File: config.mk
export PLATFORM = sky130hd
export DESIGN_NAME = rnt_count_unit
export DESIGN_NICKNAME = d
export VERILOG_FILES = /design/src/rnt_pkg.sv /design/src/rnt_count_unit.sv
export SDC_FILE = /design/constraint.sdc
export NUM_CORES = 1
export LEC_CHECK = 0
export BUFFER_PORTS_ARGS = -buffer_cell sky130_fd_sc_hd__buf_2
export CAP_MARGIN = 20
export CORE_AREA = 2 2 60 62
export DETAILED_ROUTE_END_ITERATION = 8
export DIE_AREA = 0 0 62 64
export GPL_TIMING_DRIVEN = 0
export PLACE_DENSITY = 0.77
export REMOVE_ABC_BUFFERS = 1
export SETUP_SLACK_MARGIN = 0.5
export SLEW_MARGIN = 20
export SYNTH_ARGS = -nofsm -noshare
export SYNTH_HDL_FRONTEND = slang
export SYNTH_SLANG_ARGS = --single-unit
export TNS_END_PERCENT = 50
File: constraint.sdc
create_clock -name vclk -period 2.2
set_input_delay 0.33 -clock vclk [all_inputs]
set_output_delay 0.33 -clock vclk [all_outputs]
set_load 0.01 [all_outputs]
File: src/rnt_pkg.sv
`timescale 1ns / 1ps
// ----------------------------------------------------------------------------
// Reference-counted node table: shared package
// Command and status codes, fixed field widths and the flag group that the
// slot comparator hands to the sequencer.
// ----------------------------------------------------------------------------
package rnt_pkg;

    localparam int CMD_W    = 2;
    localparam int STATUS_W = 3;
    localparam int NUM_W    = 64;
    localparam int HALF_W   = 32;
    localparam int CNT_W    = 16;
    localparam int SLOT_W   = 6;

    localparam logic [CMD_W-1:0] CMD_ENTER   = 2'd0;
    localparam logic [CMD_W-1:0] CMD_ROOT    = 2'd1;
    localparam logic [CMD_W-1:0] CMD_RELEASE = 2'd2;
    localparam logic [CMD_W-1:0] CMD_UNUSED  = 2'd3;

    localparam logic [STATUS_W-1:0] ST_EXISTING = 3'd0;
    localparam logic [STATUS_W-1:0] ST_NEW      = 3'd1;
    localparam logic [STATUS_W-1:0] ST_FULL     = 3'd2;
    localparam logic [STATUS_W-1:0] ST_UNKNOWN  = 3'd3;
    localparam logic [STATUS_W-1:0] ST_OVER     = 3'd4;

    localparam logic [NUM_W-1:0] ROOT_NUMBER = 64'd1;
    localparam logic [NUM_W-1:0] NUMBER_BIAS = 64'd2;

    // Outcome of comparing one stored slot against the key.
    typedef struct packed {
        logic hit;   // slot is live and holds the key
        logic free;  // slot count is zero
    } t_match_flags;

endpackage

File: src/rnt_count_unit.sv
`timescale 1ns / 1ps
// ----------------------------------------------------------------------------
// Reference count unit
// Saturating increment for a hit, or subtraction with an over-release check.
// ----------------------------------------------------------------------------
module rnt_count_unit #(
    parameter int REF_BITS = 16
) (
    input  logic                      i_sub,
    input  logic [REF_BITS-1:0]       i_refs,
    input  logic [rnt_pkg::CNT_W-1:0] i_cnt,
    output logic [REF_BITS-1:0]       o_refs,
    output logic                      o_over
);

    localparam int CW = (REF_BITS > rnt_pkg::CNT_W) ? REF_BITS : rnt_pkg::CNT_W;

    logic [CW-1:0] w_refs_ext;
    logic [CW-1:0] w_cnt_ext;
    logic [CW-1:0] w_diff;

    assign w_refs_ext = CW'(i_refs);
    assign w_cnt_ext  = CW'(i_cnt);
    assign w_diff     = w_refs_ext - w_cnt_ext;

    always_comb begin
        o_over = 1'b0;
        if (i_sub) begin
            o_over = (w_cnt_ext > w_refs_ext);
            o_refs = w_diff[REF_BITS-1:0];
        end else if (i_refs == '1) begin
            o_refs = i_refs;
        end else begin
            o_refs = i_refs + REF_BITS'(1);
        end
    end

endmodule

# ---- Yosys cells after proc, flatten, opt, wreduce, memory -nomap -nowiden
# Index checks and enable logic that the tools add are counted.
dict set report op_classes {
  order_cmp 1
  addsub 2
  n_eq_ne 1
  mux 3
}
# operator n
set ops {}
lappend ops {{$mux 16} 2}
lappend ops {{$add 16x1->16 const B} 1}
lappend ops {{$eq 16x16->1 const B} 1}
lappend ops {{$gt 16x16->1} 1}
lappend ops {{$sub 16x16->16} 1}
lappend ops {{$mux 1} 1}
dict set report totals {
  in_bits 33
  register_bits 0
  wordCells 7
  out_inout_bits 17
}

# ---- Longest topological paths before layout
dict set report logic_depth {
  depth_word 3
  ltp_mapped 8
  mapped_depth_nobuf 8
}

# ---- Worst setup path before layout
# Ideal clock, no wire load.
dict set report synth_timing {
  path_type {input to output}
  from {input port i_refs[0]}
  to {output port o_refs[12]}
  t_required_ns 1.870
  stages 8
  arrival_time_ns 2.100
  setup_slack_ns -0.230
  path_buffers 0
  path_cell_list {inv_1 -> ha_1 -> fa_1 -> nor2b_1 -> o31a_1 -> o21a_1 -> a31oi_1 -> o311ai_0}
}
dict set report synth_between {
  elab_chain_cells 3
}
# element line_no
set synth_rtl {}
lappend synth_rtl {{from (decl)} rnt_count_unit.sv:10} ;# input logic [REF_BITS-1:0] i_refs,
lappend synth_rtl {{$add 16x1->16 or $eq 16x16->1 (tied branches)} {rnt_count_unit.sv:34, rnt_count_unit.sv:31}}
lappend synth_rtl {{$mux 16} rnt_count_unit.sv:31} ;# end else if (i_refs == '1) begin
lappend synth_rtl {{$mux 16 (*)} rnt_count_unit.sv:28} ;# if (i_sub) begin
lappend synth_rtl {{to (decl)} rnt_count_unit.sv:12} ;# output logic [REF_BITS-1:0] o_refs,
# Every way passes the cells marked *; elsewhere a longest branch is shown, timed or not.

# ---- Final worst setup path
dict set report layout_timing {
  from {input port i_refs[0]}
  to {output port o_refs[14]}
}
# Same word-level chain as after synthesis.

==> run metrics <==
total power draw 599 µW; Min Clock Period, post-route between 2 and 2.5 ns; Buf+Inv Stages, Crit Path 4; DRC 0; Worst Tran Pin Value around 0.5 ns; slowest CP cell o31a_1; placed cells roughly 320; Cell Pwr Density 261 mW/mm²; final setup TNS -1.52 ns; Layout Nets ~340; DR WL/cell 16.1 µm; Yosys warning count 0; synthesized area 0.00155 mm²; Seq. cell area 0 µm²; Hold Path Class input pin to output pin; max incr delay on CP 0.29 ns; grt ovf 0; PnR worst setup slack -0.219 ns; slew margin rel. 67.4%; worst vdd ir 0.125 mV; Port Buffer Count 50; Die Wd about 62 µm; Avg Inst Size Synth 6.87 µm²; Critical Path Sink Type output pin; Final Slew Violations 0; Fmax roughly 0.41 GHz; Std-Cell Rows 21; gr usage total between 20% and 30%; FFs & Latches 0; crit-path cells buf_8 -> inv_4 -> ha_4 -> fa_2 -> nor2b_2 -> o31a_1 -> buf_4 -> o31ai_4 -> o221a_2 -> nand3_1 -> buf_2; Detail Placement HPWL 3.54 mm; initial antenna violation count 0; hold_buf cts 0; status complete, but fails checks; Ports 50; Seq/Total Area, Yosys 0%; Startpoint Class input pin; Pleak approximately 0.00094 µW; ant diodes 0; crit-path leading delay family compound AO/OA/AOI/OAI gates; most common cell after layout, fill and taps aside buf_2; Worst Path Max Fanout 4; Distinct cells, synth 51; clock buffer count 0; Req. time, crit path 1.87 ns; die area 0.00397 mm²; via count of the routed design 1985; MaxCap Viol Count 0; Mapped Cells 225; failing checks setup timing; 1st-iter DRT viols 135; Tcrit/Tclk final 110%; largest net degree at the start of global routing 26; RSZ-0062 raised after global routing true; Post-Layout Cell Count 328; Core Area 0.00328 mm²; Starting Density 47.1%; share of cells above drive strength 1 roughly two fifths; Synth-to-Final Area Change 48.4%; WL final 5.29 mm; routability cong. 0.889; first-pass GRT wire length 7.90 mm; vias in the first global route 1761; via-per-instance ratio 6.05; critical path class input pin to output pin; Final Hold Fails 0; CP arrival 2.09 ns; Pre-antenna DRT Iters 4; # setup viols final 12; Antenna Nets Post-Route 0; die boundary height 64 µm; commonest non-fill, non-tap cells in the layout 39 x buf_2, 17 x inv_1, 14 x buf_4
-- per-stage QoR --
| stage | hold slack (ns) | area [µm²] | setup slack, ns | util [%] |
|---|---|---|---|---|
| 3_5_place_dp | 1.03 | 1830 | -0.495 | 55.7 |
| 4_1_cts | 1.03 | 2210 | -0.203 | 67.4 |
| 6_report | 1.03 | 2290 | -0.219 | 69.9 |
| 3_3_place_gp | 1.03 | 1830 | -0.481 | 55.7 |
| 2_1_floorplan | 0.753 | 1520 | -0.230 | - |
| 5_1_grt | 1.06 | 2290 | -0.272 | 69.9 |
-- metal layers --
layer	GRT usage, %	vias up	wire, µm
li1	-	981	-
met1	32.8	916	2250
met2	42.7	75	2650
met3	2.43	13	260
met4	5.85	0	132
met5	0	-	0
-- cells in the mapped netlist, drive strengths merged (2+ instances only) --
cell type  count  area (µm²)
nor3b          2        15.0
o21a           8        60.1
nor2          12        45.0
inv           21        78.8
nand3          9        45.0
o2111ai        2        17.5
a21o           4        31.3
a21oi         13        65.1
buf            2        10.0
and4           3        26.3
nand2b         4        25.0
o31a           2        17.5
o21ai         14        73.8
nor3          10        72.6
ha            17         213
a31o           2        17.5
xnor2          6        52.6
nand4          6        67.6
clkbuf         4        15.0
or3            3        18.8
nor4           4        40.0
nor2b          7        43.8
xor2           2        17.5
a211oi         7        52.6
o31ai          4        30.0
nand2         16        60.1
a211o          3        26.3
o211ai         8        60.1
a31oi          6        37.5
mux2i          6        60.1
and2           3        18.8
-- power by group --
group	internal (µW)	switching (µW)	leakage [µW]
logic	281	319	0.000945
registers	0	0	0
clock network	0	0	0
-- final cells by class --
cell class / instances / area [µm²]
fill: 257 / 990
multi-input combinational: 197 / 1710
inverter: 22 / 90.1
timing repair buffer: 63 / 437
tap: 46 / 57.6
-- repair_timing --
item	in CTS	in global routing
setup endpoints to repair	17	17
gates resized for setup	77	10
setup buffers	7	6
pin swaps	27	9
-- cells by family after synthesis --
| family | after synthesis | share of synthesized area, % |
|---|---|---|
| AOI/OAI and AO/OA | 82 | 36.7 |
| and+or+nand+nor | 82 | 32.2 |
| buffers and inverters | 28 | 6.96 |
| adders and majority gates | 18 | 15.0 |
| xor gates and xnor gates | 8 | 4.53 |
| muxes | 7 | 4.61 |
-- worst paths after layout --
path  slack (ns)       from         end  depth (start not counted)
max        -0.22  i_refs[0]  o_refs[14]                         11
min         1.03   i_cnt[0]   o_refs[0]                          4
-- tightest hold or removal path: cells and delay by family --
family | cells | cell delay, ns
buffers and inverters | 2 | 0.21
adders and majority gates | 1 | 0.11
muxes | 1 | 0.05
Power figures use the tool's default switching activity.
