===== src/rnt_pkg.sv =====
`timescale 1ns / 1ps
// ----------------------------------------------------------------------------
// Reference-counted node table: shared package
// Command and status codes, fixed field widths and the flag group that the
// slot comparator hands to the sequencer.
// ----------------------------------------------------------------------------
package rnt_pkg;

    localparam int CMD_W    = 2;
    localparam int STATUS_W = 3;
    localparam int NUM_W    = 64;
    localparam int HALF_W   = 32;
    localparam int CNT_W    = 16;
    localparam int SLOT_W   = 6;

    localparam logic [CMD_W-1:0] CMD_ENTER   = 2'd0;
    localparam logic [CMD_W-1:0] CMD_ROOT    = 2'd1;
    localparam logic [CMD_W-1:0] CMD_RELEASE = 2'd2;
    localparam logic [CMD_W-1:0] CMD_UNUSED  = 2'd3;

    localparam logic [STATUS_W-1:0] ST_EXISTING = 3'd0;
    localparam logic [STATUS_W-1:0] ST_NEW      = 3'd1;
    localparam logic [STATUS_W-1:0] ST_FULL     = 3'd2;
    localparam logic [STATUS_W-1:0] ST_UNKNOWN  = 3'd3;
    localparam logic [STATUS_W-1:0] ST_OVER     = 3'd4;

    localparam logic [NUM_W-1:0] ROOT_NUMBER = 64'd1;
    localparam logic [NUM_W-1:0] NUMBER_BIAS = 64'd2;

    // Outcome of comparing one stored slot against the key.
    typedef struct packed {
        logic hit;   // slot is live and holds the key
        logic free;  // slot count is zero
    } t_match_flags;

endpackage


===== src/rnt_match.sv =====
`timescale 1ns / 1ps
// ----------------------------------------------------------------------------
// Slot comparator
// Checks one slot read from the table against the key of the current command.
// ----------------------------------------------------------------------------
module rnt_match #(
    parameter int REF_BITS = 16
) (
    input  logic [rnt_pkg::NUM_W-1:0] i_key,
    input  logic [rnt_pkg::NUM_W-1:0] i_slot_num,
    input  logic [REF_BITS-1:0]       i_slot_refs,
    output rnt_pkg::t_match_flags     o_flags
);

    logic w_free;

    assign w_free        = (i_slot_refs == '0);
    assign o_flags.free  = w_free;
    assign o_flags.hit   = !w_free && (i_slot_num == i_key);

endmodule


===== config.mk =====
export PLATFORM = sky130hd
export DESIGN_NAME = rnt_match
export DESIGN_NICKNAME = d
export VERILOG_FILES = /design/src/rnt_pkg.sv /design/src/rnt_match.sv
export SDC_FILE = /design/constraint.sdc
export NUM_CORES = 1
export LEC_CHECK = 0
export ABC_AREA = 1
export BUFFER_PORTS_ARGS = -buffer_cell sky130_fd_sc_hd__buf_2
export CAP_MARGIN = 20
export CORE_MARGIN = 4
export CORE_UTILIZATION = 32
export DETAILED_ROUTE_END_ITERATION = 8
export GPL_TIMING_DRIVEN = 1
export MAX_ROUTING_LAYER = met4
export PLACE_DENSITY = 0.9
export SYNTH_ARGS = -nofsm -noshare
export SYNTH_HDL_FRONTEND = slang
export SYNTH_SLANG_ARGS = --single-unit

===== constraint.sdc =====
create_clock -name vclk -period 4.1
set_clock_uncertainty 0.15 [all_clocks]
set_input_delay 1.23 -clock vclk [all_inputs]
set_output_delay 1.23 -clock vclk [all_outputs]
set_load 0.03 [all_outputs]

; ---- Word-level counts from Yosys, hierarchy flattened
; Cells that the tools add are included.
[totals]
output_inout_bits = 2
regBits = 0
[op_classes]
reduce_logical = 3
eq_ne = 1
[op_table]
columns = cell, n
row1 = == test 64 bit, 1
row2 = zero test 16 bit, 1
row3 = logical AND 1 bit, 1
row4 = zero test 1 bit, 1

; ---- Depth between registers and ports, before layout
; Gate-level depths: netlist of the first run.
[depth]
ltp_word = 3
ltp_mapped = 10
ltp_nobuf = 10

; ---- Least setup slack after synthesis of the first run
; Ideal clock, no wire load.
[synth_timing]
path_kind = input port to output port
startpoint = in i_key[11] (netlist name)
endpoint = out o_flags[1] (netlist name)
arrival_time_ns = 2.116
path_buffers = 0
stages = 7
t_required_ns = 2.720
setup_slack_ns = 0.604
cell_sequence = xnor2_1 > nand2_1 > nor2_1 > nand2_1 > nor2_1 > nand3_1 > nor2_1
[synth_rtl]
columns = item, line
row1 = start: declaration, rnt_match.sv:9  ; input logic [rnt_pkg::NUM_W-1:0] i_key,
row2 = end: declaration, rnt_match.sv:12  ; output rnt_pkg::t_match_flags o_flags

==> flow_summary_export.csv, run 1 <==
group,metric,value,unit
sta,finalMaxSlewViolations,0,
setup_path,crit_slowest_cell,"buf_2",
power,p_leak,0.000946,uW
route,routedWlPerCell,9.52,um
yosys,ys_warn_count,0,
final_layout,clock_buffer_count,0,
yosys,synth_area,906,sq um
global_route,antenna_found_initial,0,
yosys,synth_cell_types,9,
floorplanning,core-area,2730,sq um
sta,setup_viol,0,
sta,rsz0062_at_grt,"false",
floorplanning,start_util,33.1,%
final_layout,register_area,0,sq um
yosys,seq_area_frac_synth,0,%
route,vias_per_cell,4.20,
clock_tree,cts_resized,0,
final_layout,nNetsFinal,452,
route,dr.pass1.iters,4,
power,p_per_area,91.8,nW/um^2
setup_path,path_class,"in -> out",
yosys,synthesis.nets,305,
setup_path,crit_top_cell,"nor2_1",
floorplanning,num_rows,19,
setup_path,worstPathRequired,2.72,ns
sta,max_freq,279,MHz
sta,post-route-min-period,3.58,ns
final_layout,n_antenna_cell,0,
final_layout,post-route-util,61.0,%
sta,period_share,87.3,%
yosys,synthCells,161,
sta,worst_slack,0.521,ns
placement,port_buffers,146,
setup_path,crit_buf_inv,2,
final_layout,syn_to_final_growth,84.1,%
setup_path,cp-start-kind,"primary input",
global_route,gr-total-overflow,0,
route,drt_wl_total,3210,um
placement,post-place-ws,0.477,ns
route,drcViolationCount,0,
final_layout,final_layout_size_suffix_gt1_share,47.7,%
power,total_power,153,uW
placement,place_congestion,0.714,
global_route,grt_pass1_wl,4310,um
floorplanning,dieArea,3750,sq um
sta,hold_ws,2.69,ns
setup_path,arrival,2.20,ns
global_route,grt_util_all_layers,14.8,%
sta,finalHoldViolCount,0,
sta,fin_tns_setup,0,ns
hold_path,hold_class,"in -> out",
sta,worst_slew_pin_slew,0.201,ns
setup_path,path_delay_family,"simple AND/OR/NAND/NOR gates",
final_layout,fillers,272,
yosys,avgSynthCellArea,5.63,sq um
route,drtAntennaViolNets,0,
route,routed-via-count,1414,
placement,hpwl,3110,um
clock_tree,postCtsSetupBuffers,0,
sta,max_slew_margin,86.5,%
global_route,grt_max_degree,3,
run,maxCapViolCount,0,
global_route,grt_pass1_vias,1192,
floorplanning,chipHeight,61.2,um
final_layout,nFlopsAndLatches,0,
setup_path,path_cells,"buf_2 -> xnor2_1 -> nand2_1 -> nor2_1 -> nand2_1 -> nor2_1 -> nand3_1 -> nor2_1 -> buf_2",
status,outcome,"completed",
setup_path,cp_max_fo,1,
floorplanning,fp.dieW,61.2,um
final_layout,multi_input_area,835,sq um
route,drt_iter0_drc,39,
power,ir_drop,0.0715,mV
setup_path,endpoint_kind,"primary output",
setup_path,cp_slowest_stage_delay,0.20,ns
clock_tree,holdBufCountCts,0,
floorplanning,ios,146,
==> synth_stat cells (all sizes together) <==
library cell | n | share of area [%]
buf | 1 | 0.83
inv | 17 | 7.0
nand2 | 50 | 21
nand3 | 2 | 1.1
nand4 | 7 | 4.8
nor2 | 28 | 12
o22ai | 1 | 0.69
xnor2 | 52 | 50
xor2 | 3 | 2.9
==> placed cells by master (no fill, tap or decap), drive strengths merged <==
cell type,instances
buf,146
inv,17
nand2,50
nand3,2
nand4,7
nor2,28
o22ai,1
xnor2,52
xor2,3
==> worst paths after layout <==
| check | start | end | cells after the start |
|---|---|---|---|
| worst min-delay path | i_slot_refs[2] | o_flags[0] | 5 |
| worst max-delay path | i_key[50] | o_flags[1] | 9 |
==> metal layers <==
| layer | global-route usage (%) | wire, um |
|---|---|---|
| met4 | 0 | 0 |
| met3 | 0.839 | 408 |
| met5 | - | 0 |
| met2 | 30.2 | 1760 |
| met1 | 16.3 | 1040 |
==> cells by family (layout without fill, tap and decap cells) <==
family / count (synthesis) / in the layout / synth area share (%)
compound gates: 1 / 1 / 0.691
xor+xnor: 55 / 55 / 53.2
buf+inv: 18 / 163 / 7.87
simple gates: 87 / 87 / 38.3
==> worst min-delay path, cell delays in order <==
cell     delay (ns)
buf_2          0.07
nor2_1         0.03
nand4_1        0.06
nor2_1         0.05
buf_2          0.17
==> stage by stage <==
stage / cell area [sq um] / std cells
2_1_floorplan: 906 / 161
5_1_grt: 1670 / 337
4_1_cts: 1670 / 337
3_3_place_gp: 1670 / 337
3_5_place_dp: 1670 / 337
6_report: 1670 / 337
==> where the power goes <==
group / total (uW) / internal [uW] / switching, uW
Clock: 0 / 0 / 0
Combinational: 153 / 94.2 / 58.9
Sequential: 0 / 0 / 0
==> cell type report <==
class | count | share of cell area, %
multi-input cells | 143 | 50.0
well taps | 31 | 2.33
repair buffers | 146 | 43.8
inverters | 17 | 3.83
Note: power is estimated with default switching activity, not from simulation.
==> run 2: changes to the inputs <==
--- a/config.mk
+++ b/config.mk
@@ -6,12 +6,14 @@
 export NUM_CORES = 1
 export LEC_CHECK = 0
 export ABC_AREA = 1
+export ABC_CLOCK_PERIOD_IN_PS = 4100
 export BUFFER_PORTS_ARGS = -buffer_cell sky130_fd_sc_hd__buf_2
 export CAP_MARGIN = 20
+export CORE_ASPECT_RATIO = 0.8
 export CORE_MARGIN = 4
 export CORE_UTILIZATION = 32
 export DETAILED_ROUTE_END_ITERATION = 8
-export GPL_TIMING_DRIVEN = 1
+export GPL_TIMING_DRIVEN = 0
 export MAX_ROUTING_LAYER = met4
 export PLACE_DENSITY = 0.9
 export SYNTH_ARGS = -nofsm -noshare
==> flow_summary_export.csv, run 2 (same netlist as run 1, synthesis figures left out) <==
group,metric,value,unit
setup_path,endpoint_kind,"primary output",
status,outcome,"completed",
final_layout,syn_to_final_growth,85.6,%
placement,place_congestion,0.745,
placement,port_buffers,146,
route,drt_iter0_drc,24,
floorplanning,num_rows,16,
setup_path,cp-start-kind,"primary input",
sta,period_share,87.1,%
hold_path,holdPathStages,6,
floorplanning,chipHeight,55.6,um
floorplanning,dieArea,3750,sq um
run,maxCapViolCount,0,
final_layout,layout_common_cells,"buf_2, xnor2_1, nand2_1, nor2_1, inv_1",
final_layout,n_antenna_cell,0,
final_layout,post-route-util,65.1,%
clock_tree,postCtsSetupBuffers,0,
route,drcViolationCount,0,
final_layout,clock_buffer_count,0,
sta,rsz0062_at_grt,"false",
clock_tree,cts_resized,0,
route,vias_per_cell,4.11,
hold_path,whs_endpoint,"o_flags[0]",
final_layout,nNetsFinal,453,
sta,max_freq,280,MHz
route,dr.pass1.iters,4,
global_route,gr-total-overflow,0,
sta,finalMaxSlewViolations,0,
route,drtAntennaViolNets,0,
setup_path,arrival,2.19,ns
power,p_per_area,90.5,nW/um^2
setup_path,cp_max_fo,1,
hold_path,hold_class,"in -> out",
setup_path,path_class,"in -> out",
sta,max_slew_margin,89.2,%
final_layout,nFlopsAndLatches,0,
global_route,grt_max_degree,3,
global_route,grt_pass1_vias,1326,
floorplanning,ios,146,
sta,worst_slew_pin_slew,0.161,ns
route,routedWlPerCell,9.91,um
route,drt_wl_total,3400,um
global_route,grt_pass1_wl,5010,um
global_route,antenna_found_initial,0,
final_layout,register_area,0,sq um
clock_tree,holdBufCountCts,0,
floorplanning,start_util,35.1,%
setup_path,worstPathRequired,2.72,ns
route,routed-via-count,1411,
sta,finalHoldViolCount,0,
floorplanning,fp.dieW,67.5,um
hold_path,min_from,"i_slot_refs[2]",
sta,post-route-min-period,3.57,ns
sta,setup_viol,0,
global_route,grt_util_all_layers,16.5,%
power,total_power,152,uW
power,ir_drop,0.0478,mV
floorplanning,core-area,2580,sq um
final_layout,final_common_cell,"buf_2",
sta,hold_ws,2.81,ns
final_layout,final_layout_size_suffix_gt1_share,47.9,%
sta,fin_tns_setup,0,ns
placement,hpwl,3320,um
power,p_leak,0.000952,uW
==> run 2: cell count changes in the layout (fill, tap and decap cells not counted) <==
cell and change:
buf_4 +1
==> run 2: area by class of cell <==
cell class | count | area (sq um)
well taps | 36 | 45.0
repair buffers | 146 | 731
fillers | 256 | 901
plain buffers | 1 | 7.51
multi-input cells | 143 | 835
inverters | 17 | 63.8
==> run 2: routing by layer <==
layer	vias to the layer above	part of all wire, %	wire length (um)	global-route usage (%)
met2	67	56	1910	35.9
met1	569	32	1080	15.6
met3	0	12	404	1.21
met5	-	0	0	-
li1	775	-	-	-
met4	0	0	0	0
==> run 2: worst max-delay path by stage <==
| stage | slack, ns | start | end | cells past startpoint |
|---|---|---|---|---|
| floorplan | 0.60 | i_key[11] | o_flags[1] | 7 |
| global placement | 0.51 | i_key[11] | o_flags[1] | 9 |
| detailed placement | 0.52 | i_key[46] | o_flags[1] | 9 |
| CTS | 0.51 | i_key[47] | o_flags[1] | 9 |
| global route | 0.34 | i_key[26] | o_flags[1] | 9 |
| finish | 0.53 | i_key[32] | o_flags[1] | 9 |
==> run 2: power by group <==
group / internal, uW / switching [uW] / leakage, uW
Clock: 0 / 0 / 0
Sequential: 0 / 0 / 0
Combinational: 94.2 / 58.0 / 0.000952
==> run 2: worst max-delay path, stage by stage <==
cell and delay, ns:
buf_2 0.11, xnor2_1 0.16, nand2_1 0.07, nor2_1 0.09, nand2_1 0.05, nor2_1 0.12
nand3_1 0.09, nor2_1 0.08, buf_2 0.20
==> run 2: stage by stage <==
| stage | cells | setup slack, ns | instance area (sq um) |
|---|---|---|---|
| global placement | 343 | 0.510 | 1680 |
| CTS | 343 | 0.512 | 1680 |
| finish | 343 | 0.527 | 1680 |
| detailed placement | 343 | 0.518 | 1680 |
| floorplan | 161 | 0.604 | 906 |
| global route | 343 | 0.339 | 1680 |
==> run 3: changes to the inputs <==
--- a/config.mk
+++ b/config.mk
@@ -16,6 +16,7 @@
 export GPL_TIMING_DRIVEN = 0
 export MAX_ROUTING_LAYER = met4
 export PLACE_DENSITY = 0.9
+export RECOVER_POWER = 50
 export SYNTH_ARGS = -nofsm -noshare
 export SYNTH_HDL_FRONTEND = slang
 export SYNTH_SLANG_ARGS = --single-unit
==> flow_summary_export.csv, run 3 (same netlist as run 1, synthesis figures left out) <==
group,metric,value,unit
sta,finalMaxSlewViolations,0,
placement,port_buffers,146,
global_route,grt_max_degree,3,
sta,finalHoldViolCount,0,
setup_path,cp_slowest_stage_delay,0.20,ns
floorplanning,chipHeight,55.6,um
clock_tree,holdBufCountCts,0,
final_layout,final_common_cell,"buf_2",
floorplanning,num_rows,16,
route,drcViolationCount,0,
status,outcome,"completed",
power,p_leak,0.000947,uW
final_layout,layout_common_cells,"buf_2, xnor2_1, nand2_1, nor2_1, inv_1",
sta,period_share,87.1,%
route,drt_iter0_drc,26,
route,routedWlPerCell,9.91,um
setup_path,crit_buf_inv,2,
floorplanning,dieArea,3750,sq um
global_route,grt_pass1_vias,1326,
sta,max_freq,280,MHz
final_layout,clock_buffer_count,0,
setup_path,path_cells,"buf_2 -> xnor2_1 -> nand2_1 -> nor2_1 -> nand2_1 -> nor2_1 -> nand3_1 -> nor2_1 -> buf_2",
setup_path,crit_top_cell,"nor2_1",
global_route,gr-total-overflow,0,
sta,fin_tns_setup,0,ns
sta,setup_viol,0,
clock_tree,cts_resized,0,
global_route,grt_pass1_wl,5010,um
sta,rsz0062_at_grt,"false",
placement,place_congestion,0.745,
sta,worst_slew_pin_slew,0.372,ns
setup_path,path_delay_family,"simple AND/OR/NAND/NOR gates",
global_route,antenna_found_initial,0,
global_route,grt_util_all_layers,16.5,%
route,drt_wl_total,3400,um
clock_tree,postCtsSetupBuffers,0,
final_layout,nNetsFinal,453,
final_layout,nFlopsAndLatches,0,
final_layout,final_layout_size_suffix_gt1_share,47.6,%
route,vias_per_cell,4.12,
final_layout,multi_input_area,835,sq um
setup_path,cp_max_fo,1,
final_layout,register_area,0,sq um
hold_path,hold_class,"in -> out",
sta,max_slew_margin,75.3,%
setup_path,endpoint_kind,"primary output",
floorplanning,ios,146,
sta,post-route-min-period,3.57,ns
final_layout,fillers,257,
setup_path,arrival,2.19,ns
setup_path,path_class,"in -> out",
setup_path,crit_slowest_cell,"buf_2",
route,drtAntennaViolNets,0,
power,p_per_area,90.6,nW/um^2
floorplanning,start_util,35.1,%
floorplanning,core-area,2580,sq um
route,dr.pass1.iters,4,
floorplanning,fp.dieW,67.5,um
setup_path,worstPathRequired,2.72,ns
power,ir_drop,0.0478,mV
placement,hpwl,3320,um
final_layout,n_antenna_cell,0,
setup_path,cp-start-kind,"primary input",
sta,hold_ws,2.84,ns
run,maxCapViolCount,0,
final_layout,syn_to_final_growth,85.5,%
route,routed-via-count,1413,
-- run 3: cell types whose count changed in the layout (fill, tap and decap cells not counted), sizes merged --
cell / before / now
buf: 147 / 146
clkbuf: 0 / 1
-- run 3: final timing paths --
kind,start,endpoint,slack [ns],cells past startpoint
worst min-delay path,i_slot_num[4],o_flags[1],2.84,7
worst max-delay path,i_key[32],o_flags[1],0.53,9
-- run 3: metal layers --
metal	wire [um]	vias to the layer above	part of all wire [%]	global-route usage (%)
li1	-	775	-	-
met1	1080	571	32	15.6
met2	1910	67	56	35.9
met3	404	0	12	1.21
met4	0	0	0	0
met5	0	-	0	-
-- run 3: power by group --
group / total, uW / switching [uW] / internal (uW)
Sequential: 0 / 0 / 0
Clock: 0 / 0 / 0
Combinational: 152 / 58.0 / 94.2
Total: 152 / 58.0 / 94.2
-- run 3: cell type report --
| cell class | instances | share of cell area, % |
|---|---|---|
| Multi-Input combinational cell | 143 | 49.7 |
| Inverter | 17 | 3.80 |
| Buffer | 1 | 0.447 |
| Timing Repair Buffer | 146 | 43.4 |
| Tap cell | 36 | 2.68 |
-- run 3: per-stage QoR --
stage	cell area, sq um	cells	power [uW]	setup WS (ns)	util (%)
2_1_floorplan	906	161	69.6	0.604	-
3_3_place_gp	1680	343	149	0.510	65.1
3_5_place_dp	1680	343	154	0.518	65.1
4_1_cts	1680	343	154	0.512	65.1
5_1_grt	1680	343	170	0.339	65.1
6_report	1680	343	152	0.527	65.1
-- run 3: worst min-delay path, cell delays in order --
cell     delay [ns]
buf_2          0.08
xnor2_1        0.06
nand4_1        0.06
nor2_1         0.04
nand3_1        0.07
nor2_1         0.04
buf_2          0.17
